===== src/rtl/core/pncs_pkg.sv =====
// shared types, constants and helpers of the palette nearest color search
package pncs_pkg;

    localparam int CHAN_W  = 8;
    localparam int INDEX_W = 8;
    localparam int SQ_W    = 2 * CHAN_W;
    localparam int DIST_W  = SQ_W + 2;
    localparam int COLOR_W = 3 * CHAN_W;

    localparam int Q_DEPTH = 2;
    localparam int Q_PTR_W = 1;
    localparam int Q_CNT_W = 2;

    localparam logic OP_WRITE  = 1'b0;
    localparam logic OP_SEARCH = 1'b1;

    // classified command handed from front to back
    typedef struct packed {
        logic               search;
        logic [INDEX_W-1:0] entry_index;
        logic [CHAN_W-1:0]  red;
        logic [CHAN_W-1:0]  green;
        logic [CHAN_W-1:0]  blue;
    } cmd_t;

    function automatic logic [SQ_W-1:0] sq_diff(input logic [CHAN_W-1:0] a,
                                                input logic [CHAN_W-1:0] b);
        logic [CHAN_W-1:0] d;
        d = (a >= b) ? (a - b) : (b - a);
        return SQ_W'(d) * SQ_W'(d);
    endfunction

endpackage


===== src/rtl/core/pncs_req_if.sv =====
// request channel: palette write and search items
interface pncs_req_if
    import pncs_pkg::*;
();
    logic               valid;
    logic               ready;
    logic               opcode;
    logic [INDEX_W-1:0] entry_index;
    logic [CHAN_W-1:0]  red;
    logic [CHAN_W-1:0]  green;
    logic [CHAN_W-1:0]  blue;

    modport source (output valid, opcode, entry_index, red, green, blue, input ready);
    modport sink   (input valid, opcode, entry_index, red, green, blue, output ready);
endinterface


===== src/rtl/core/pncs_front.sv =====
// front end: accepts request items, drops out-of-range writes, queues commands
module pncs_front
    import pncs_pkg::*;
#(
    parameter int PALETTE_ENTRIES = 256
) (
    input  logic       clk,
    input  logic       rst_n,
    pncs_req_if.sink   req,
    output logic       q_vld,
    output cmd_t       q_cmd,
    input  logic       q_pop
);
    cmd_t               ent_reg [Q_DEPTH];
    logic [Q_PTR_W-1:0] wr_ptr_reg, wr_ptr_next;
    logic [Q_PTR_W-1:0] rd_ptr_reg, rd_ptr_next;
    logic [Q_CNT_W-1:0] cnt_reg, cnt_next;
    logic               accept;
    logic               in_range;
    logic               push;
    logic               pop;
    cmd_t               cmd_in;

    assign req.ready = (cnt_reg != Q_CNT_W'(Q_DEPTH));
    assign accept    = req.valid && req.ready;
    // writes past the end of the palette have no effect at all
    assign in_range  = ({1'b0, req.entry_index} < (INDEX_W + 1)'(PALETTE_ENTRIES));
    assign push      = accept && ((req.opcode == OP_SEARCH) || in_range);
    assign pop       = q_pop && (cnt_reg != '0);

    always_comb
    begin
        cmd_in.search      = (req.opcode == OP_SEARCH);
        cmd_in.entry_index = req.entry_index;
        cmd_in.red         = req.red;
        cmd_in.green       = req.green;
        cmd_in.blue        = req.blue;
    end

    always_comb
    begin
        wr_ptr_next = push ? wr_ptr_reg + 1'b1 : wr_ptr_reg;
        rd_ptr_next = pop ? rd_ptr_reg + 1'b1 : rd_ptr_reg;
        cnt_next    = cnt_reg;
        if (push && !pop)
        begin
            cnt_next = cnt_reg + 1'b1;
        end
        else if (pop && !push)
        begin
            cnt_next = cnt_reg - 1'b1;
        end
    end

    always_ff @(posedge clk or negedge rst_n)
    begin
        if (!rst_n)
        begin
            wr_ptr_reg <= '0;
            rd_ptr_reg <= '0;
            cnt_reg    <= '0;
        end
        else
        begin
            wr_ptr_reg <= wr_ptr_next;
            rd_ptr_reg <= rd_ptr_next;
            cnt_reg    <= cnt_next;
        end
    end

    always_ff @(posedge clk)
    begin
        if (push)
        begin
            ent_reg[wr_ptr_reg] <= cmd_in;
        end
    end

    assign q_vld = (cnt_reg != '0);
    assign q_cmd = ent_reg[rd_ptr_reg];
endmodule


===== src/flat_wrapper.sv =====
// flat-port wrapper written by rule: the top's interface ports become plain ports
module pncs_front_flat import pncs_pkg::*;
#(
    parameter int PALETTE_ENTRIES = 256
)
  (clk, rst_n, q_vld, q_cmd, q_pop, req_valid, req_opcode, req_entry_index, req_red, req_green, req_blue, req_ready);
  pncs_req_if req_i ();
  input  logic clk;
  input  logic rst_n;
  output logic q_vld;
  output cmd_t q_cmd;
  input  logic q_pop;
  input wire logic [$bits(req_i.valid)-1:0] req_valid;
  input wire logic [$bits(req_i.opcode)-1:0] req_opcode;
  input wire logic [$bits(req_i.entry_index)-1:0] req_entry_index;
  input wire logic [$bits(req_i.red)-1:0] req_red;
  input wire logic [$bits(req_i.green)-1:0] req_green;
  input wire logic [$bits(req_i.blue)-1:0] req_blue;
  output wire logic [$bits(req_i.ready)-1:0] req_ready;
  assign req_i.valid = req_valid;
  assign req_i.opcode = req_opcode;
  assign req_i.entry_index = req_entry_index;
  assign req_i.red = req_red;
  assign req_i.green = req_green;
  assign req_i.blue = req_blue;
  assign req_ready = req_i.ready;
  pncs_front #(.PALETTE_ENTRIES(PALETTE_ENTRIES)) u_core (.clk(clk), .rst_n(rst_n), .req(req_i), .q_vld(q_vld), .q_cmd(q_cmd), .q_pop(q_pop));
endmodule

===== config.mk =====
export PLATFORM = sky130hd
export DESIGN_NAME = pncs_front_flat
export DESIGN_NICKNAME = d
export VERILOG_FILES = /design/src/rtl/core/pncs_pkg.sv /design/src/rtl/core/pncs_req_if.sv /design/src/rtl/core/pncs_front.sv /design/src/flat_wrapper.sv
export SDC_FILE = /design/constraint.sdc
export NUM_CORES = 1
export LEC_CHECK = 0
export BUFFER_PORTS_ARGS = -buffer_cell sky130_fd_sc_hd__clkbuf_2
export CAP_MARGIN = 20
export CORE_MARGIN = 3
export CORE_UTILIZATION = 56
export CTS_CLUSTER_DIAMETER = 200
export DETAILED_ROUTE_END_ITERATION = 16
export PLACE_DENSITY = 0.84
export SLEW_MARGIN = 20
export SYNTH_ARGS = -nofsm -noshare
export SYNTH_HDL_FRONTEND = slang
export SYNTH_SLANG_ARGS = --single-unit
export TNS_END_PERCENT = 20

===== constraint.sdc =====
create_clock -name clk -period 6.6 [get_ports clk]
set_input_delay 0.66 -clock clk [delete_from_list [all_inputs] [get_ports clk]]
set_output_delay 0.66 -clock clk [all_outputs]
set_load 0.01 [all_outputs]

Yosys cells after proc, flatten, opt, wreduce, memory -nomap -nowiden
Memories as Yosys holds them, arrays and structs flattened.
Cells that the tools add are included.
- bits in registers: 4
- latch bits: 0
- RAM bits: 66
- bits in read-only memories: 0
- input port bits: 37
- logic and storage cells: 21
- memories: 1
- memories (memory ; depth ; bits a word ; read ports ; clocked after memory_dff ; write ports ; RTL line ; RTL):
    u_core.ent_reg ; 2 ; 33 ; 1 ; 0 ; 1 ; pncs_front.sv:14 ; cmd_t ent_reg [Q_DEPTH];
- $add $sub $neg: 4
- multiply operators: 0
- div/mod/pow operators: 0
- magnitude comparators: 0
- equality and inequality tests: 1
- shift operators: 0
- muxes and demuxes: 4
- bitwise operators: 0
- reductions and logical operators: 8
- operators with widths (kind ; count):
    logical AND 1 bit ; 4
    2-to-1 mux 2 bit ; 2
    nonzero test 2 bit ; 2
    adder 1 bit, second input constant ; 2
    adder 2 x 1 -> 2 bit, second input constant ; 1
    zero test 1 bit ; 2
    2-to-1 mux 1 bit ; 2
    inequality test 2 bit, second input constant ; 1
    subtractor 2 x 1 -> 2 bit, second input constant ; 1

Depth between registers and ports, before layout
Gate-level depths: netlist of the first run.
- depth after elaboration: 6
- gate-level depth with buffers: 7
- mapped depth without buffers: 7

Least setup slack after synthesis of the first run
Ideal clock, no wire load.
- kind: input-to-reg
- start point: input port req_valid
- end point: memory u_core.ent_reg[0][0] (netlist name), enable pin
- setup time: 0.423 ns
- arrival time: 2.147 ns
- required time: 6.177 ns
- slack: 4.030 ns
- stages on the path: 2
- buffers on the path: 0
- cells stage by stage: nand2_1 > nor2_1
- longest elaborated chain between the ends: 3
- RTL lines (element ; RTL line ; RTL):
    start, declared ; flat_wrapper.sv:13 ; input wire logic [$bits(req_i.valid)-1:0] req_valid;
    logical AND 1 bit ; pncs_front.sv:25 ; assign accept = req.valid && req.ready;
    2-to-1 mux 1 bit ; pncs_front.sv:73 ; if (push)
    2-to-1 mux 1 bit (not written as such) ; pncs_front.sv:75 ; ent_reg[wr_ptr_reg] <= cmd_in;
    end, declared ; pncs_front.sv:14 ;
No other way between the ends.

==> impl_metrics.toml, run 1 <==
[finish]
final_util_pct = 72.6
diodes = 0
largest_reg_flops = 66
fin_nets = 238
syn_to_final_growth_pct = 20.6
nFillCells = 287
drive_gt1_share_pct = 58.0

[synth]
synth_compound_area_share_pct = 0
syn_area_per_cell_um2 = 22.5
async_flop_share_pct = 5.71
synth_xor_area_share_pct = 1.61
synth_edf_count = 66
synth_nets = 159
yosys.area_share.simple_pct = 1.24
synth_top_family_by_area = "multiplexers"
synth_area_leaders = "edfxtp_1 73%, mux2_4 16%, dfrtp_1 3.7%"
yosysTopAreaCell = "edfxtp_1"
synthesis.area_mm2 = 0.00273
ys_warn_count = 0
synth.top_cell.area_share_pct = 72.7
synth.distinct_cells = 15
synth_most_common_cell = "edfxtp_1"
synth_top_flop_cell = "edfxtp_1"
syn_inst = 121
ys_seq_area_share_pct = 76.3
synthTopCellsByCount = "66 x edfxtp_1, 29 x mux2_4, 4 x dfrtp_1, 4 x mux2_2"
synth_seq_cells = 70
synth_fa_ha_area_share_pct = 0.459
synth_mux_area_share_pct = 17.6

[die]
die_w_um = 75.8
io_pins = 72
initial_utilization_pct = 60.2
die_h_um = 75.8
die_area_mm2 = 0.00574
rows = 24
coreArea_mm2 = 0.00453

[placed_design]
hpwl_um = 2910
port_buffers = 71
routabilityCongestion = 0.684

[clocking]
clock_latency_ns = 0.32
cts_resized = 0
cts_buffers = 9
post_cts_buffers = 0
path_clk_slew_ns = 0.07
cts.sinks = 70
cts_buffer_depth = 2
cts_tree = "yes"
ctsHtreeMaxLevel = 3
cts-root-buf = "clkbuf_8"
postCtsHoldBufs = 0

[worst_setup_path]
reg2reg_depth = 3
r2r_slack_ns = 4.67
cp.required_ns = 5.94
critPathSlowestCell = "dfrtp_2"
path_max_fanout = 34
regToRegStartpoint = "u_core.cnt_reg[0]"
crit_chain = "mux2_2 > clkbuf_2"
critPathKind = "reg -> out"
r2r-end = "u_core.ent_reg[1][5]"
start_kind = "register"
slowest_delay_ns = 1.04
cp-end-kind = "primary output"
worstPathArrival_ns = 1.91

[flow_run]
drv_cap = 0

[timing]
tns_ns = 0
period_share_pct = 39.0
hold_violations = 0
max_slew_margin_pct = 32.2
clock_skew_ns = 0.00619
hold_ws_ns = 0.137
setup_violations = 0
min_period_ns = 2.57
drv_slew = 0
fmax_mhz = 389
worstMarginPinSlew_ns = 1.02
rsz0062_at_grt = "false"

[power_and_ir_drop]
p_leak_nw = 1.35
power_density_mw_per_mm2 = 440
ir_drop_uv = 437

[routing]
drt-total-wl_um = 4270
wl_per_cell_um = 15.8
via_count = 1305
first_pass_iters = 4
drtIter0Drc = 55
ant_nets = 0
via_per_inst = 4.83
drc_errors = 0

[grt]
grt_pass1_vias = 1377
grt_max_degree = 35
grt_pass1_wl_um = 6290
grtUsageTotal_pct = 15.6
antenna_found_initial = 0
overflow = 0

[status]
status = "complete, no violations"

[hold_path]
hp-class = "in -> async"
-- worst max-delay path by stage --
stage,start,to
final,u_core.rd_ptr_reg,q_cmd[19]
after detailed placement,u_core.rd_ptr_reg,q_cmd[19]
after global routing,u_core.rd_ptr_reg,q_cmd[13]
after global placement,u_core.rd_ptr_reg,q_cmd[15]
after CTS,u_core.rd_ptr_reg,q_cmd[19]
after floorplan,req_valid,u_core.ent_reg[0][0]
-- layer usage --
layer  wire length [µm]  up-vias  GRT usage [%]
met3                222        6           4.62
met2               2290       42           27.2
met5                  0        -              0
li1                   -      624              -
met1               1710      633           17.3
met4                 46        0           7.57
-- cell type report --
| type | instances | area [µm²] | share of cell area, % |
|---|---|---|---|
| Clock buffer | 11 | 131 | 3.99 |
| Clock inverter | 5 | 50.0 | 1.52 |
| Inverter | 1 | 3.75 | 0.114 |
| Multi-Input combinational cell | 46 | 578 | 17.6 |
| Sequential cell | 70 | 2080 | 63.3 |
| Tap cell | 65 | 81.3 | 2.47 |
| Timing Repair Buffer | 72 | 363 | 11.0 |
-- worst max-delay path, delay by kind of cell, from the launching register on --
family / cells / cell delay [ns]
buffers and inverters: 1 / 0.13
DFF: 1 / 1.04
muxes: 1 / 0.42
-- placed cells by master (no fill, tap or decap), types with 2 or more instances in the layout --
master / instances
clkbuf_1: 2
mux2_2: 4
xor2_1: 2
mux2_4: 29
clkbuf_2: 71
xnor2_1: 3
clkinv_1: 2
clkbuf_8: 9
nand2_1: 2
edfxtp_1: 66
dfrtp_1: 3
-- power breakdown --
group | leakage (nW) | switching, mW | total (mW) | internal (mW)
combinational | 0.604 | 0.190 | 0.435 | 0.245
sequential | 0.659 | 0.0877 | 0.698 | 0.610
clock | 0.0884 | 0.142 | 0.314 | 0.172
total | 1.35 | 0.420 | 1.45 | 1.03
-- logic make-up (layout without fill, tap and decap cells) --
| kind of cell | Yosys count | in the layout |
|---|---|---|
| adder cells (fa/ha/maj) | 1 | 1 |
| buffers and inverters | 5 | 89 |
| flip-flops | 70 | 70 |
| AND/OR/NAND/NOR | 7 | 7 |
| multiplexers | 33 | 33 |
| XOR/XNOR | 5 | 5 |
-- through the flow --
stage / cell area, µm² / setup slack (ns) / power, mW / instances
floorplan: 2730 / 4.03 / 1.03 / 121
global placement: 3110 / 4.36 / 1.13 / 254
detailed placement: 3110 / 4.33 / 1.15 / 254
CTS: 3290 / 3.98 / 1.46 / 270
global route: 3290 / 3.92 / 1.52 / 270
finish: 3290 / 4.03 / 1.45 / 270
No activity file was read; power rests on OpenSTA's default activity.
==> run 2: changes to the inputs <==
Settings changed: CORE_UTILIZATION 56 to 47, PLACE_DENSITY 0.84 to 0.75.
Clock period 6.6 ns to 2.1 ns, I/O delays scaled along.
==> run 2 against run 1 <==
Compared with the run above:
- sequential power rose to 2.9 times the previous value
- final cell count is 4.8% higher
- critical path depth up 1
- core utilization down 11 points
- final area grew 4.5%
- count of clock-buffer cells in the layout decreased by 2
- clock skew about the same
- largest cell class unchanged
- largest power group unchanged
==> impl_metrics.toml, run 2 (same netlist as run 1, synthesis figures left out) <==
[timing]
setup_violations = 0
rsz0062_at_grt = "false"
drv_slew = 0
worstMarginPinSlew_ns = 0.267
fmax_mhz = 569
min_period_ns = 1.76
period_share_pct = 83.7
hold_ws_ns = 0.0582
max_slew_margin_pct = 82.2
tns_ns = 0
hold_violations = 0
clock_skew_ns = 0.00597

[worst_setup_path]
critPathKind = "reg -> out"
cp-end-kind = "primary output"
start_kind = "register"
worstPathArrival_ns = 1.55
cp.required_ns = 1.89
path_max_fanout = 11

[clocking]
cts_buffer_depth = 2
cts_tree = "yes"
clock_latency_ns = 0.33
cts_resized = 0
ctsHtreeMaxLevel = 3
cts_buffers = 9
cts-root-buf = "clkbuf_8"
cts.sinks = 70
post_cts_buffers = 0
path_clk_slew_ns = 0.07

[finish]
diodes = 0
fin_nets = 244
layout_common_cells = "71 x clkbuf_2, 66 x edfxtp_1, 29 x mux2_4"
largest_reg_flops = 66
layout_commonest_cell = "clkbuf_2"
drive_gt1_share_pct = 60.2
syn_to_final_growth_pct = 26.1

[routing]
wl_per_cell_um = 14.8
via_count = 1338
drc_errors = 0
via_per_inst = 4.73
ant_nets = 0
first_pass_iters = 4
drt-total-wl_um = 4180
drtIter0Drc = 75

[grt]
antenna_found_initial = 0
grtUsageTotal_pct = 13.7
overflow = 0
grt_max_degree = 20
grt_pass1_wl_um = 6600
grt_pass1_vias = 1474

[placed_design]
port_buffers = 71
hpwl_um = 2930
routabilityCongestion = 0.709

[die]
die_area_mm2 = 0.00675
initial_utilization_pct = 48.9
rows = 27
coreArea_mm2 = 0.00557
die_w_um = 82.2
die_h_um = 82.2
io_pins = 72

[power_and_ir_drop]
power_density_mw_per_mm2 = 1450
p_leak_nw = 1.42
ir_drop_uv = 817

[flow_run]
drv_cap = 0

[status]
status = "complete, no violations"

[hold_path]
hp-class = "in -> reg"
[run 2: cell type report]
| cell class | instances | area, µm² |
|---|---|---|
| inverter | 1 | 3.75 |
| clock buffer | 9 | 124 |
| fill | 426 | 2140 |
| clock inverter | 7 | 136 |
| timing repair buffer | 78 | 423 |
| tap | 72 | 90.1 |
| multi-input combinational | 46 | 578 |
| sequential | 70 | 2080 |
[run 2: worst paths after layout]
path	slack (ns)	to	cells past startpoint	start
setup reg to reg	0.59	u_core.cnt_reg[1]	7	u_core.cnt_reg[0]
max in group asynchronous	1.75	u_core.rd_ptr_reg	2	rst_n
setup / recovery	0.34	q_cmd[14]	3	u_core.rd_ptr_reg
hold reg to reg	0.50	u_core.cnt_reg[1]	1	u_core.cnt_reg[1]
hold / removal	0.06	u_core.ent_reg[1][20]	1	req_red[4]
min in group asynchronous	0.21	u_core.cnt_reg[0]	2	rst_n
[run 2: layer usage]
| metal | vias up | GRT usage [%] | share of wire (%) |
|---|---|---|---|
| met4 | 0 | 9.63 | 1.7 |
| met3 | 7 | 4.12 | 6.9 |
| met1 | 646 | 15.8 | 39 |
| met2 | 47 | 22.0 | 52 |
| li1 | 638 | - | - |
| met5 | - | 0 | 0 |
[run 2: what timing repair did]
item	CTS	global route
hold buffers	1	0
setup endpoints to repair	0	0
endpoints found under the hold margin	4	0
[run 2: per-stage QoR]
stage / utilization [%] / worst slack [ns] / area, µm² / instances / power, mW
2_1_floorplan: - / 0.123 / 2730 / 121 / 3.23
3_3_place_gp: 56.8 / 0.667 / 3170 / 266 / 3.65
3_5_place_dp: 56.8 / 0.578 / 3170 / 266 / 3.68
4_1_cts: 61.7 / 0.309 / 3440 / 283 / 5.07
5_1_grt: 61.7 / 0.258 / 3440 / 283 / 5.26
6_report: 61.7 / 0.343 / 3440 / 283 / 4.99
[run 2: power by group]
part | internal [mW] | switching [mW]
combinational | 0.825 | 0.750
clock | 0.902 | 0.473
sequential | 1.92 | 0.124
[run 2: critical path, stage by stage, from the launching register on]
cell      delay (ns)
dfrtp_2         0.46
buf_4           0.27
mux2_2          0.36
clkbuf_2        0.13
